$ cat src/design/tdpwq_pkg.sv
// Shared types, constants and codes of the task dispatcher.
package tdpwq_pkg;
   localparam int NumWorkersDefault = 8;
   localparam int QueueDepthDefault = 1024;
   localparam int OpW = 1;
   localparam int WidW = 3;
   localparam int DataW = 32;
   localparam int StatusW = 2;
   localparam int LenW = 11;
   localparam int CsrIdxW = 1;
   localparam int CsrDataW = 4;

   typedef enum logic [OpW-1:0] {
      OP_SUBMIT = 1'b0,
      OP_TAKE   = 1'b1
   } op_type;

   typedef enum logic [StatusW-1:0] {
      ST_DONE     = 2'd0,
      ST_FULL     = 2'd1,
      ST_EMPTY    = 2'd2,
      ST_INACTIVE = 2'd3
   } status_type;

   typedef enum logic [CsrIdxW-1:0] {
      CSR_ACTIVE = 1'b0,
      CSR_POLICY = 1'b1
   } csr_idx_type;

   typedef enum logic [2:0] {
      S_IDLE = 3'b001,
      S_EXEC = 3'b010,
      S_OUT  = 3'b100
   } state_type;

   typedef struct packed {
      logic [WidW-1:0]  worker;
      logic [OpW-1:0]   op;
   } req_type;

   typedef struct packed {
      logic [StatusW-1:0] status;
      logic [WidW-1:0]    chosen;
      logic [LenW-1:0]    len;
   } rsp_type;
endpackage

$ cat src/design/tdpwq_cell.sv
// One worker cell: queue pointers and a running least-load comparison.
module tdpwq_cell import tdpwq_pkg::*; #(
   parameter int Index = 0,
   parameter int QueueDepth = 1024,
   parameter int IdxW = 3
) (
   input  logic                          clock,
   input  logic                          reset,
   input  logic                          active,
   input  logic                          push,
   input  logic                          pop,
   input  logic [$clog2(QueueDepth):0]   best_len_in,
   input  logic [IdxW-1:0]               best_idx_in,
   input  logic                          best_vld_in,
   output logic [$clog2(QueueDepth):0]   best_len_out,
   output logic [IdxW-1:0]               best_idx_out,
   output logic                          best_vld_out,
   output logic [$clog2(QueueDepth):0]   len,
   output logic [$clog2(QueueDepth)-1:0] wr_slot,
   output logic [$clog2(QueueDepth)-1:0] rd_slot
);
   localparam int PW = $clog2(QueueDepth) + 1;
   logic [PW-1:0] wp_ff, wp_in, rp_ff, rp_in;

   assign len = wp_ff - rp_ff;
   assign wr_slot = wp_ff[PW-2:0];
   assign rd_slot = rp_ff[PW-2:0];

   always_comb begin
      wp_in = push ? wp_ff + PW'(1) : wp_ff;
      rp_in = pop ? rp_ff + PW'(1) : rp_ff;
      if (active && (!best_vld_in || len < best_len_in)) begin
         best_len_out = len;
         best_idx_out = IdxW'(Index);
         best_vld_out = 1'b1;
      end else begin
         best_len_out = best_len_in;
         best_idx_out = best_idx_in;
         best_vld_out = best_vld_in;
      end
   end

   always_ff @(posedge clock) begin
      if (reset) begin
         wp_ff <= '0;
         rp_ff <= '0;
      end else begin
         wp_ff <= wp_in;
         rp_ff <= rp_in;
      end
   end
endmodule
$ cat config.mk
export PLATFORM = sky130hd
export DESIGN_NAME = tdpwq_cell
export DESIGN_NICKNAME = d
export VERILOG_FILES = /design/src/design/tdpwq_pkg.sv /design/src/design/tdpwq_cell.sv
export SDC_FILE = /design/constraint.sdc
export NUM_CORES = 1
export LEC_CHECK = 0
export ABC_AREA = 0
export BUFFER_PORTS_ARGS = -buffer_cell sky130_fd_sc_hd__clkbuf_2
export CAP_MARGIN = 25
export CORE_MARGIN = 2
export CORE_UTILIZATION = 47
export DETAILED_ROUTE_END_ITERATION = 16
export PLACE_DENSITY = 0.78
export SLEW_MARGIN = 0
export SYNTH_ARGS = -nofsm -noshare
export SYNTH_HDL_FRONTEND = slang
export SYNTH_SLANG_ARGS = --single-unit
$ cat constraint.sdc
create_clock -name clock -period 3.1 [get_ports clock]
set_input_delay 0 -clock clock [delete_from_list [all_inputs] [get_ports clock]]
set_output_delay 0 -clock clock [all_outputs]
set_load 0.05 [all_outputs]
==> metrics.txt <==
Max Clock Freq about 270 MHz; RSZ-0062 raised after global routing yes; Slew Limit Fails 0; Mapped Avg Cell Area just over 8 um^2; worst skew pair latency between 0.2 and 0.3 ns; worst slack, placed -0.430 ns; number of vias in the routed layout 2,159; Clk Tree Root Cell clkbuf_8; synth top area cells dfxtp_1 21%, ha_1 13%, buf_4 7.2%; WL final about 5700 um; worst slew pin tran approximately 0.46 ns; gpl congestion 0.786; Placed Cells about 410; Pwr Density 422 nW/um^2; clk buf depth 2; most common cell after layout, fill and taps aside buf_4; drc violations 0; DIE AREA 4970 um^2; leakage approximately 1.6 nW; final clock skew ~0.0031 ns; Final WS setup -0.538 ns; gr ovfl total 0; top_reg_cell synth dfxtp_1; min Tclk post-route 3.64 ns; Core Box Area 4290 um^2; H-tree depth reported by CTS 1; routing usage on met1 0.264; chip width 70.5 um; TritonCTS Buffers 3; fraction of registers with async set/reset 0; peak fanout along the critical path 6; placed cell area between 2000 and 3000 um^2; Total GRT Usage 0.232; first-pass GRT wire length between 9000 and 10,000 um; failing checks setup timing; Synth cell types 46; maximum VDD drop 479 uV; EDFF count, synth 0; Worst Setup End Kind output pin; antenna cells 0; Finished Layout Cells 416; flops & latches, synth 22; Sink Count 22; Starting Density 0.484; dominant cell type by area after synthesis dfxtp_1; most frequent cells in the layout 62 x buf_4, 51 x clkbuf_2, 25 x inv_1, 25 x nor2_1; period utilization 1.17; slew margin rel. 0.690; port bufs 65; vias in the first global route 2,191; largest net degree at the start of global routing 23; WP data arrival roughly 3.6 ns; Die Span Y 70.5 um; Mapped Nets 299; per-cell routed wire length 13.8 um; Final nets between 400 and 500; Final Total Pwr about 1.3 mW; Setup-failing EPs final 14; top-area cell type share of the netlist area 0.212; GR peak layer met2; outcome complete, but fails checks; fin area around 3200 um^2; Syn Std Cell Area between 2000 and 2500 um^2; Seq/Total Area, Yosys 0.212; Critical Path RT slightly above 3 ns; worst min path class in -> reg; worst hold slack about 0.08 ns; Max Cap Violations 0; Ports 66; Reg clk slew, reported paths 0.07 ns; final hold viol count 0; Rows 24; initial DRC count 44; Detailed Routing Iterations Pass 1 4; Syn. warnings 0; DR vias/cell roughly 5.2; initial antenna violation count 0; antenna-violating nets left 0; multi-input logic area about 1500 um^2; layout cells sized above 1 0.467; Syn Inst Count roughly 260; kind of critical path reg -> out; critical path launch point type flip-flop; CTS tree built; M2 GR Usage 0.460; Area Growth Syn to Fin 53.7%; Sequential Area 443 um^2; placed wire-length estimate ~4400 um; M3 GR Usage 0.0144; fill count about 310
==> Yosys cell counts, types with 7 or more instances <==
master / instances
xnor2_1: 14
a21oi_1: 11
inv_1: 26
ha_1: 22
buf_4: 20
nand2_1: 12
o21ai_0: 15
nand4_1: 7
nor2_1: 26
dfxtp_1: 22
xor2_1: 8
==> cells by family after synthesis <==
group / count (synthesis) / share of synthesized area
flip-flops: 22 / 0.212
XOR/XNOR: 22 / 0.0928
adder cells (fa/ha/maj): 23 / 0.142
multiplexers: 10 / 0.0602
AO/OA/AOI/OAI: 53 / 0.170
buffers and inverters: 51 / 0.140
AND/OR/NAND/NOR: 75 / 0.183
==> path summary, 6_finish.rpt <==
path / startpoint / endpoint / slack, ns / cells past startpoint
worst min-delay path: push / wp_ff[0] / 0.08 / 3
worst min register to register: rp_ff[9] / rp_ff[9] / 0.55 / 2
worst max-delay path: rp_ff[0] / best_len_out[4] / -0.54 / 15
worst max register to register: rp_ff[0] / rp_ff[6] / 1.59 / 6
==> per-layer routing <==
layer	part of all wire	routed length [um]	vias up
li1	-	-	1087
met1	0.41	2370	998
met2	0.53	3060	70
met3	0.044	255	4
met4	0.0098	56	0
met5	0	0	-
==> per-stage QoR <==
step                TNS [ns]   util
finish                 -6.68  0.743
global route           -8.29  0.743
CTS                    -6.10  0.731
detailed placement     -5.11  0.660
global placement       -3.42  0.660
floorplan              -8.66      -
==> timing repair <==
| item | CTS | global route |
|---|---|---|
| hold buffers | 0 | 0 |
| gates cloned | 1 | 0 |
| gates resized for setup | 44 | 14 |
| setup endpoints to repair | 14 | 14 |
| buffers inserted | 4 | 3 |
| pin swaps | 12 | 4 |
==> layout make-up <==
cell class                      instances  area share
Tap cell                               52      0.0204
Inverter                               26      0.0306
Timing Repair Buffer                  130       0.326
Multi-Input combinational cell        183       0.472
Clock buffer                            3      0.0129
Sequential cell                        22       0.139
==> critical path: stages, from the launching register on <==
cell	delay, ns
dfxtp_1	0.38
ha_4	0.16
fa_2	0.18
and2b_2	0.24
buf_4	0.13
o21a_1	0.16
nor2_1	0.17
xnor2_2	0.11
ha_1	0.31
nand4_1	0.10
a211o_1	0.27
a211oi_2	0.28
or2_4	0.24
buf_12	0.14
mux2_2	0.35
buf_8	0.15
==> flip-flops by register name, indices dropped and copies added, names as in the netlist <==
name   count
rp_ff     11
wp_ff     11
==> power by group <==
part           internal, mW  total [mW]  switching [mW]
clock                0.0866       0.171          0.0849
sequential            0.289       0.294         0.00512
combinational         0.386       0.882           0.496
total                 0.762        1.35           0.586
Note: power is estimated with default switching activity, not from simulation.
